### src/rtl/graph_segmentation_merge_assert.svh
// Assertion macros shared by the graph segmentation merge RTL.
// Depends on a clock i_clk and an active-low reset i_rst_n in the using module.
`ifndef GRAPH_SEGMENTATION_MERGE_ASSERT_SVH
`define GRAPH_SEGMENTATION_MERGE_ASSERT_SVH

// Same-cycle implication, checked outside reset.
`define GSM_ASSERT_NOW(lbl, ante, cons, msg) \
    lbl: assert property (@(posedge i_clk) disable iff (!i_rst_n) (ante) |-> (cons)) \
        else $error(msg);

// Next-cycle implication, checked outside reset.
`define GSM_ASSERT_NEXT(lbl, ante, cons, msg) \
    lbl: assert property (@(posedge i_clk) disable iff (!i_rst_n) (ante) |=> (cons)) \
        else $error(msg);

`endif

### src/rtl/gsm_ram.sv
// Generic simple dual-port RAM with registered read.
// No dependencies.
module gsm_ram #(
    parameter int WIDTH = 8,
    parameter int DEPTH = 256
) (
    input  logic                     i_clk,
    input  logic                     i_we,
    input  logic [$clog2(DEPTH)-1:0] i_waddr,
    input  logic [WIDTH-1:0]         i_wdata,
    input  logic                     i_re,
    input  logic [$clog2(DEPTH)-1:0] i_raddr,
    output logic [WIDTH-1:0]         o_rdata
);
    logic [WIDTH-1:0] r_mem [DEPTH];
    logic [WIDTH-1:0] r_rdata;

    // write port and registered read port
    always_ff @(posedge i_clk) begin
        if (i_we) begin
            r_mem[i_waddr] <= i_wdata;
        end
        if (i_re) begin
            r_rdata <= r_mem[i_raddr];
        end
    end

    assign o_rdata = r_rdata;
endmodule

### config.mk
export PLATFORM = sky130hd
export DESIGN_NAME = gsm_ram
export DESIGN_NICKNAME = d
export VERILOG_FILES = /design/src/rtl/graph_segmentation_merge_assert.svh /design/src/rtl/gsm_ram.sv
export SDC_FILE = /design/constraint.sdc
export NUM_CORES = 2
export LEC_CHECK = 0
export BUFFER_PORTS_ARGS = -buffer_cell sky130_fd_sc_hd__buf_2
export CAP_MARGIN = 20
export CORE_UTILIZATION = 55
export DETAILED_ROUTE_END_ITERATION = 16
export PLACE_DENSITY = 0.68
export SLEW_MARGIN = 0
export SYNTH_ARGS = -nofsm -noshare
export SYNTH_HDL_FRONTEND = slang
export SYNTH_SLANG_ARGS = --single-unit
### constraint.sdc
create_clock -name i_clk -period 3.15 [get_ports i_clk]
set_input_delay 0.63 -clock i_clk [delete_from_list [all_inputs] [get_ports i_clk]]
set_output_delay 0.63 -clock i_clk [all_outputs]
set_load 0.02 [all_outputs]
# ---- Word level (Yosys, flattened, before mapping)
# Memories as Yosys holds them, arrays and structs flattened. A register that Yosys moved wholly into a read port is not among the register bits.
# Index checks and enable logic that the tools add are counted.
dict set report word_totals {
  inputBits 27
  register_bits 0
  out_inout_bits 8
  elab_cells 3
  ramBits 2048
  n_memories 1
}
dict set report op_classes {
  mux 2
}
# memory words word_bits read_ports rd_clocked_by_memory_dff write_ports line
set memory_table {}
lappend memory_table {r_mem 256 8 1 1 1 gsm_ram.sv:15} ;# logic [WIDTH-1:0] r_mem [DEPTH];
# op count
set op_table {}
lappend op_table {{$mux 1} 2}

# ---- Longest topological paths before layout
dict set report logic_depth {
  ltp_word 2
  mapped_depth 11
  ltp_nobuf 6
}

# ---- Worst setup path after synthesis
# OpenSTA, ideal clock, no wires.
dict set report synth_path {
  path_type {input to register}
  start {in i_raddr[0]}
  end {reg r_rdata[2] (netlist: o_rdata[2]) (read register of r_mem) (data pin)}
  stages 9
  setup_slack_ns 0.444
  arrival_ns 2.437
  required_ns 2.881
  path_cell_list {buf_6 > buf_12 > buf_8 > buf_2 > mux4_2 > a22oi_1 > a21oi_1 > nor4_1 > nor4_2}
}
# item line
set synth_rtl {}
lappend synth_rtl {{start, declared} gsm_ram.sv:12} ;# input logic [$clog2(DEPTH)-1:0] i_raddr,
lappend synth_rtl {{end, declared} gsm_ram.sv:16} ;# logic [WIDTH-1:0] r_rdata;

==> results.md <==
* Outcome: complete, no violations
* First-pass DRT Iterations at 6
* Setup TNS at 0 ns
* Slew @ Worst Pin at ~1.1 ns
* Headroom to the max-slew limit at between 20 and 30%
* Final WL at 196000 um
* Crit path max fanout at 11
* Overall routing resource usage at a little over a quarter
* Final Slew Violations at 0
* RD Place Congestion at roughly 0.93
* Yosys top cell area share at 77.5%
* Top_reg_cell synth: edfxtp_1
* Power per cell area at roughly 610 nW/um^2
* Tmin final at roughly 3.0 ns
* MaxCap Viol Count at 0
* Core Region at roughly 140000 sq um
* Peak supply drop at about 0.51 mV
* Gate Count Post-Synth at approximately 3700
* Routed length per instance at between 30 and 40 um
* Register clock-pin slew on the reported worst setup and hold paths at 0.07 ns
* Post-CTS setup buffers at 0
* CP Launch Type: input pin
* Setup Skew at between 0.02 and 0.025 ns
* Layout Utilization at 64.5%
* Total CTS buffers at 197
* Proportion of layout cells with a drive suffix above 1 at between 30% and 40%
* Setup-failing EPs final at 0
* CTS tree: yes
* Critical Path, Cell by Cell: buf_8 -> buf_4 -> buf_4 -> mux4_2 -> a22o_1 -> a221oi_1 -> buf_4 -> o32ai_1 -> nor3_1 -> nor4_1
* Dpl hpwl at roughly 120000 um
* Most frequent cells in the layout: 2056 x edfxtp_1, 562 x buf_4, 454 x mux4_2, 279 x nor2_1, 200 x clkbuf_16
* Fin nets at roughly 4400
* Syn Area/Cell at 21.3 sq um
* Critical path's most frequent cell: buf_4
* Yosys reg bits at around 2100
* Grt ovf at 0
* Max incr delay on CP at 0.82 ns
* CP Class: in -> reg
* Commonest non-fill, non-tap cell in the layout: edfxtp_1
* DR iter-0 viols at around 5200
* Worst EP arrival at approximately 3.5 ns
* Fin. Hold Viols at 0
* IO buf count at 34
* Mapped Nets at roughly 3800
* Die X at 383 um
* Vias in the first global route at 40601
* Clk_lat worst skew at 0.84 ns
* Die area at 146000 sq um
* Hold Crit Class: in -> reg
* Post-DRT Antenna Nets at 0
* TritonCTS Sinks at 2056
* Lkg Pwr at 0.0300 uW
* Crit. End Element: register
* Initial antenna violation count at 8
* Top Ports at 35
* First-pass GRT wire length at around 280000 um
* CP max-delay cell: nor3_1
* RSZ-0062 raised after global routing: false
* Cts hold-fix bufs at 0
* Drc violations at 0
* Max frequency at around 340 MHz
* Crit path max-delay family: simple AND/OR/NAND/NOR gates
* Clock buffer depth at 3
* Area leader, netlist: edfxtp_1
* Drt via density at 6.38
* DR vias at around 41000
* CP required at approximately 3.7 ns
* Cell Area, Synth at 79600 sq um
* Pin count of the biggest net entering global routing at just over 100
* Post-synth EDFFs at approximately 2100
* WP buf/inv at 4
* Area growth syn-to-layout at 16.4%
* Die height at roughly 380 um
* Register area share after synthesis at approximately 78%
* Starting density of the core at between 50% and 60%
* Final worst path period share at a little over nine tenths
* Library cells used by synthesis at 54
* Synth warn at 0
* Asr flop ratio synth at 0%
* Root Buffer: clkbuf_16
* Htree depth at 4
* Num rows at between 100 and 150
* Synth area leaders: edfxtp_1 78%, mux4_2 13%, mux2i_1 1.7%
state kept, by name (all words and copies together) (netlist names):
signal	flops
o_rdata	8
r_mem	2048
timing repair:
item,CTS,global route
hold endpoints to repair,0,0
resized for setup,0,1
endpoints found under the setup margin,0,1
layer usage:
metal	global-route usage, %	part of all wire, %	vias up
met2	42.4	48	2180
met1	39.4	40	21514
met4	8.24	2.9	8
li1	-	-	16962
met5	0	0.028	-
met3	4.92	9.1	332
synth_stat cells, types with 3 or more instances:
cell and count:
a211oi_1 16, mux4_2 454, o211ai_1 10, nand2_1 33, o221ai_1 46, buf_8 13, nor3_1 22, mux2i_1 134
clkbuf_1 111, buf_1 22, nor2b_1 31, buf_2 31, or2_2 4, a22o_1 8, a21oi_1 96, a221oi_1 13
a22oi_1 133, edfxtp_1 2056, nand4_1 10, o21ai_0 10, nand3_1 34, nor4_1 24, o22a_1 5, buf_4 27
o32ai_1 4, buf_6 21, nor2_1 282, buf_12 8, and2_1 6, nor4_2 3, nand2b_1 8, o22ai_1 28
cell type report:
type                    instances  area [sq um]
clock inverters               122          1240
well taps                    1903          2380
inverters                       2          7.51
fillers                      9469         50900
clock buffers                 244          5170
flip-flops and latches       2056         61700
repair buffers                654          5660
diodes                          4          10.0
multi-input cells            1442         16500
cell families after synthesis:
| kind of cell | Yosys count | synth area share [%] |
|---|---|---|
| AOI/OAI and AO/OA | 385 | 3.42 |
| buffers and inverters | 235 | 1.83 |
| DFF | 2056 | 77.5 |
| muxes | 591 | 14.6 |
| and+or+nand+nor | 466 | 2.63 |
power by group:
group / total [uW] / switching (uW) / internal [uW] / leakage [uW]
Combinational: 3030 / 1830 / 1200 / 0.00838
Clock: 23400 / 10100 / 13300 / 0.00314
Sequential: 30200 / 43.1 / 30200 / 0.0185
worst reg2reg max path, delay by kind of cell (launching register included):
family	cells	cell delay (ns)
compound gates	3	0.59
buf+inv	1	0.17
mux	1	0.48
flops	1	0.37
simple gates	2	0.97
final timing paths:
path                startpoint    endpoint  slack [ns]  cells past startpoint
setup / recovery    i_raddr[0]  o_rdata[3]        0.20                     10
hold / removal            i_re  o_rdata[6]        0.26                      1
hold reg to reg   r_mem[40][3]  o_rdata[3]        1.14                      7
setup reg to reg  r_mem[83][3]  o_rdata[3]        0.26                      7
through the flow:
stage | worst slack [ns] | power (uW) | hold slack (ns) | instances | area, sq um
after detailed placement | -0.715 | 33800 | 1.10 | 6057 | 86300
after CTS | 0.174 | 56900 | 0.211 | 6423 | 92700
after global placement | -0.834 | 33800 | 1.10 | 6056 | 86300
final | 0.199 | 56600 | 0.259 | 6427 | 92700
after global routing | 0.147 | 58100 | 0.226 | 6423 | 92700
after floorplan | 0.444 | 32300 | 0.729 | 3733 | 79600
Note: power is estimated with default switching activity, not from simulation.
