<file path="config.mk">
export PLATFORM = sky130hd
export DESIGN_NAME = gsm_div
export DESIGN_NICKNAME = d
export VERILOG_FILES = /design/src/rtl/gsm_pkg.sv /design/src/rtl/gsm_div.sv
export VERILOG_INCLUDE_DIRS = /design/src /design/src/rtl
export SDC_FILE = /design/constraint.sdc
export NUM_CORES = 1
export LEC_CHECK = 0
export BUFFER_PORTS_ARGS = -buffer_cell sky130_fd_sc_hd__buf_4
export CAP_MARGIN = 20
export CORE_MARGIN = 4
export CORE_UTILIZATION = 35
export CTS_CLUSTER_DIAMETER = 30
export DETAILED_ROUTE_END_ITERATION = 8
export SLEW_MARGIN = 20
export SYNTH_ARGS = -nofsm -noshare
export SYNTH_HDL_FRONTEND = slang
export SYNTH_SLANG_ARGS = --single-unit
</file>
<file path="constraint.sdc">
create_clock -name i_clk -period 3 [get_ports i_clk]
set_input_delay 0.3 -clock i_clk [delete_from_list [all_inputs] [get_ports i_clk]]
set_output_delay 0.3 -clock i_clk [all_outputs]
set_load 0.01 [all_outputs]
</file>
<file path="src/rtl/graph_segmentation_merge_assert.svh">
// Assertion macros shared by the graph segmentation merge RTL.
// Depends on a clock i_clk and an active-low reset i_rst_n in the using module.
`ifndef GRAPH_SEGMENTATION_MERGE_ASSERT_SVH
`define GRAPH_SEGMENTATION_MERGE_ASSERT_SVH

// Same-cycle implication, checked outside reset.
`define GSM_ASSERT_NOW(lbl, ante, cons, msg) \
    lbl: assert property (@(posedge i_clk) disable iff (!i_rst_n) (ante) |-> (cons)) \
        else $error(msg);

// Next-cycle implication, checked outside reset.
`define GSM_ASSERT_NEXT(lbl, ante, cons, msg) \
    lbl: assert property (@(posedge i_clk) disable iff (!i_rst_n) (ante) |=> (cons)) \
        else $error(msg);

`endif

</file>
<file path="src/rtl/gsm_pkg.sv">
// Package for the graph segmentation merge block: widths, codes and reset constants.
// No dependencies.
package gsm_pkg;
    localparam int K_W              = 24;      // threshold register width
    localparam int W_W              = 13;      // Q9.4 edge weight width
    localparam int FRAC_BITS        = 4;
    localparam int TOL_W            = 25;      // integer tolerance width
    localparam int NUM_VERTICES_DEF = 65536;
    localparam logic [K_W-1:0] K_RESET = 24'd1500000;

    // item kinds carried on tuser of the input stream
    localparam logic MODE_EDGE  = 1'b0;
    localparam logic MODE_QUERY = 1'b1;
endpackage

</file>
<file path="src/rtl/gsm_div.sv">
// Restoring divider, one quotient bit per cycle: threshold K over a set size.
// Depends on gsm_pkg and graph_segmentation_merge_assert.svh.
`include "graph_segmentation_merge_assert.svh"
module gsm_div #(
    parameter int SW = 17
) (
    input  logic                  i_clk,
    input  logic                  i_rst_n,
    input  logic                  i_start,
    input  logic [gsm_pkg::K_W-1:0] i_dividend,
    input  logic [SW-1:0]         i_divisor,
    output logic                  o_done,
    output logic [gsm_pkg::K_W-1:0] o_quot
);
    import gsm_pkg::*;
    localparam int CW = $clog2(K_W + 1);

    logic          r_busy;
    logic          r_done;
    logic [CW-1:0] r_cnt;
    logic [SW-1:0] r_rem;
    logic [K_W-1:0] r_quo;
    logic [SW-1:0] r_den;
    logic [SW:0]   sh;
    logic          fits;

    // shift in the next dividend bit and try the subtraction
    assign sh   = {r_rem, r_quo[K_W-1]};
    assign fits = sh >= {1'b0, r_den};

    always_ff @(posedge i_clk) begin
        if (!i_rst_n) begin
            r_busy <= 1'b0;
            r_done <= 1'b0;
            r_cnt  <= '0;
        end else begin
            r_done <= 1'b0;
            if (i_start) begin
                r_busy <= 1'b1;
                r_cnt  <= CW'(K_W);
                r_rem  <= '0;
                r_quo  <= i_dividend;
                r_den  <= i_divisor;
            end else if (r_busy) begin
                r_rem <= fits ? SW'(sh - {1'b0, r_den}) : SW'(sh);
                r_quo <= {r_quo[K_W-2:0], fits};
                r_cnt <= r_cnt - 1'b1;
                if (r_cnt == CW'(1)) begin
                    r_busy <= 1'b0;
                    r_done <= 1'b1;
                end
            end
        end
    end

    assign o_done = r_done;
    assign o_quot = r_quo;

    `GSM_ASSERT_NEXT(a_div_start_busy, i_start, r_busy, "divider did not start")
    `GSM_ASSERT_NOW(a_div_done_idle, r_done, !r_busy, "divider done while busy")
    `GSM_ASSERT_NOW(a_div_cnt_range, r_busy, r_cnt != '0, "divider count ran out while busy")
endmodule

</file>
[Word-level counts from Yosys, hierarchy flattened]
Cells that the tools add are included.
Storage, ports and cells
  word-level logic and storage cells: 28
  input bits: 44
  output and inout bits: 25
  bits in registers: 65
Cells by class
  add/sub/neg operators: 2
  bitwise gates (word level): 2
  muxes and demuxes: 10
  equal/unequal tests: 1
  reductions and logical operators: 5
  order comparisons: 1
Operators by type and width (count)
  $mux 24: 2
  $mux 17: 2
  $ge 18x17->1: 1
  $sub 17x17->17: 1
  $mux 5: 2
  $eq 5x1->1 const B: 1
  $sub 5x1->5 const B: 1
  $mux 1: 4
  $reduce_and 2->1: 2
  $reduce_or 3->1: 1
  $not 1->1: 2
  $reduce_bool 2->1: 1
  $reduce_or 2->1: 1

[Logic depth before layout (Yosys ltp)]
  word-level depth: 4
  gate-level depth with buffers: 11
  gate-level depth less buffers: 10

[Worst setup path after synthesis]
Ideal clock, no wire load.
  path kind: register to register
  from: reg r_quo[23], in the netlist o_quot[23]
  to: reg r_quo[0], in the netlist o_quot[0], data pin
  data required time: 2740 ps
  path buffers: 1
  slack: 264 ps
  cell stages (with the launch flop): 11
  library setup time: 260 ps
  arrival time: 2476 ps
  period minus slack after synthesis: 2736 ps
  cell sequence: edfxtp_1 > inv_1 > ha_1 > inv_1 > fa_1 > a21o_1 > a221oi_2 > a2111o_2 > nand3_4 > buf_6 > mux2_2
Between the ends
  longest elaborated chain between the ends: 3
RTL lines
  from (decl): line gsm_div.sv:22  | logic [K_W-1:0] r_quo;
  from (signal assigned): line gsm_div.sv:42  | r_quo <= i_dividend;
  from (signal assigned): line gsm_div.sv:46  | r_quo <= {r_quo[K_W-2:0], fits};
  $ge 18x17->1: line gsm_div.sv:29  | assign fits = sh >= {1'b0, r_den};
  $mux 24: line gsm_div.sv:44  | end else if (r_busy) begin
  $mux 24: line gsm_div.sv:38  | if (i_start) begin
Every way passes these cells. The select of a mux whose other input is x is not followed.
A chain may end at the register's enable or synchronous reset.

[Worst setup path after layout]
  from: reg r_quo[23], in the netlist o_quot[23]
  to: reg r_rem[1], data pin
Between the ends
  longest elaborated chain between the ends: 3
  elaborated cells on any way between the ends: 4
  those cells by class: add/sub (1); order compare (1); mux (2)
RTL lines
  $sub 17x17->17 / $ge 18x17->1 (equally long branches): line gsm_div.sv:45, gsm_div.sv:29
  $mux 17 *: line gsm_div.sv:45  | r_rem <= fits ? SW'(sh - {1'b0, r_den}) : SW'(sh);
  $mux 17 *: line gsm_div.sv:44
  to (signal assigned): line gsm_div.sv:45
  to (decl): line gsm_div.sv:21  | logic [SW-1:0] r_rem;
Mark *: on every way between the ends. The rest lies on a longest branch, timed or not. The select of a mux whose other input is x is not followed.

==> metrics <==
DRT Wirelength=7919 um; syn nets=370; largest net degree at the start of global routing=40; Placed Area=4270 um2; DRT met1 WL=3540 um; synthesized flop and latch total=65; Worst Skew=0.007531 ns; DRC Markers=0; Worst IR Drop VDD=0.3090 mV; total CTS buffers=9; met2 wire length=3872 um; Post-DRT Antenna Nets=0; Post-CTS Setup Repair Bufs=0; Yosys top cell area share=48.18%; Die Ht=109.6 um; GRT Util Overall=13.46%; sequential element share of the synthesized area=52.06%; async set-reset flop share out of synthesis=0%; grt total ovfl=0; Initial Utilization=36.48%; WP data required=3.07 ns; global-route wire length before repair=12,610 um; most frequent cells in the layout=buf_4 (71), edfxtp_1 (58), inv_1 (24), mux2_2 (24), nor2_1 (20); layout cells sized above 1=31.68%; cell accounting for the most synthesized area=edfxtp_1; Nets=441; DR iter-0 viols=154; Worst setup EP type=flop; minimum clock period after layout=2.846 ns; most common cell after layout, fill and taps aside=buf_4; routed length per instance=15.38 um; status=completed; worst min-delay path class=in2reg; unrepaired setup endpoints after global routing=false; Critical Path AT=2.92 ns; final cycle utilization of the critical path=94.85%; TritonCTS clock tree=built; final hold vios=0; Main synth FF type=edfxtp_1; Netlist cell types=48; crit-path max FO=11; core area=9910 um2; Final setup viols=0; kind of cell adding the most delay to the critical path=compound AO/OA/AOI/OAI gates; Synth area leaders=edfxtp_1 (48%), mux2_2 (7.5%), ha_1 (6.6%), dfxtp_1 (3.9%), a21oi_1 (2.5%); max-slew violations=0; Syn Area/Cell=11.81 um2; Max Cap Viol=0; Pre-antenna DRT Iters=5; clock latency on the worst-skew pair=0.34 ns; CTS Hold Bufs=0; crit start category=flop; cell mode on critical path=inv_1; diode count=0; final instance area=4438 um2; CTS H-tree depth=3; EDFF count, synth=58; port bufs=68; post_cts resized=0; Leak=0.001824 uW; routed wl met3=397 um; worst-margin pin slew=0.7202 ns; Mapped Area=3615 um2; vias in the first global route=2,689; Final HPWL DP=5709 um; Slew HR=51.93%; die width=109.6 um; Clock Path Buffers=2; GP Congestion=0.8188; final setup TNS=0 ns; clk sinks=65; WP buf/inv=2; Die ar.=12,020 um2; synthesis-to-layout area growth=22.78%; critical-path cell list=inv_1 -> ha_1 -> inv_1 -> fa_1 -> a21o_1 -> a221oi_2 -> a2111o_2 -> nand3_2 -> mux2i_1 -> nor2_1; Max Clk Rate=351.4 MHz; antenna violations before repair=0; CP max-delay cell=edfxtp_1; Synth Instances=306; Ys Warns=0; DR vias=2,623; slowest stage delay, CP=0.42 ns; Via density=5.093; Rows=36; Worst-path clk slew=0.07 ns; I/O pin total=69; cell area power density=526.9 nW/um2; top sig layer=met4; Root Driver=clkbuf_8; CP Class=reg2reg
-- cells in the mapped netlist, drive strengths merged (3+ instances only) --
| cell | instances |
|---|---|
| a211oi | 6 |
| a21o | 7 |
| a21oi | 18 |
| and3 | 3 |
| buf | 3 |
| clkbuf | 10 |
| dfxtp | 7 |
| edfxtp | 58 |
| ha | 19 |
| inv | 24 |
| mux2 | 24 |
| mux2i | 8 |
| nand2 | 14 |
| nand2b | 6 |
| nand3 | 5 |
| nand4 | 12 |
| nor2 | 20 |
| o21a | 5 |
| o21ai | 9 |
| o22ai | 3 |
| or3 | 4 |
| xnor2 | 5 |
| xor2 | 7 |
-- logic make-up after synthesis --
group,synth area share [%]
multiplexers,9.692
buffers and inverters,4.292
adder cells (fa/ha/maj),7.131
XOR/XNOR,2.908
AND/OR/NAND/NOR,11.46
flip-flops,52.06
AO/OA/AOI/OAI,12.46
-- metal layers --
metal | global-route usage, % | vias to the layer above
met5 | 0 | -
met4 | 4.274 | 0
li1 | - | 1296
met3 | 3.464 | 12
met2 | 22.01 | 64
met1 | 17.46 | 1251
-- per-stage QoR --
stage	worst slack (ns)	total power, uW	hold slack [ns]	std cells	util (%)
floorplan	0.2640	1549	0.3989	306	-
global placement	0.2185	1719	0.4791	498	43.09
detailed placement	0.1515	1730	0.4798	498	43.09
CTS	0.1439	2362	0.1112	514	44.68
global route	0.02886	2481	0.1157	515	44.79
finish	0.1544	2338	0.1365	515	44.79
-- area by class of cell --
class	instances	area (um2)
sequential	65	1882
timing repair buffer	72	553.0
clock inverter	4	22.52
fill	969	5472
inverter	24	90.09
multi-input combinational	205	1589
tap	133	166.4
clock buffer	12	135.1
-- where the power goes --
part,leakage [uW],internal [uW],total [uW],switching [uW]
logic,0.00113,277,600,323
registers,0.000612,1080,1120,38.2
clock network,0.0000801,296,622,326
-- flip-flops by register name (all words and copies together), names as in the netlist --
name    cells
o_quot     24
r_den      17
r_rem      17
r_cnt       5
o_done      1
r_busy      1
-- path summary, 6_finish.rpt --
kind | slack, ns | to | start | cells past startpoint
hold reg to reg | 0.50 | r_cnt[1]$_SDFFE_PP0P_ | r_cnt[1]$_SDFFE_PP0P_ | 2
setup reg to reg | 0.15 | r_rem[1]$_SDFFCE_PP0P_ | o_quot[23]$_DFFE_PP_ | 10
hold / removal | 0.14 | r_den[16]$_DFFE_PP_ | i_divisor[16] | 1
setup / recovery | 0.15 | r_rem[1]$_SDFFCE_PP0P_ | o_quot[23]$_DFFE_PP_ | 10
Note: power is estimated with default switching activity, not from simulation.
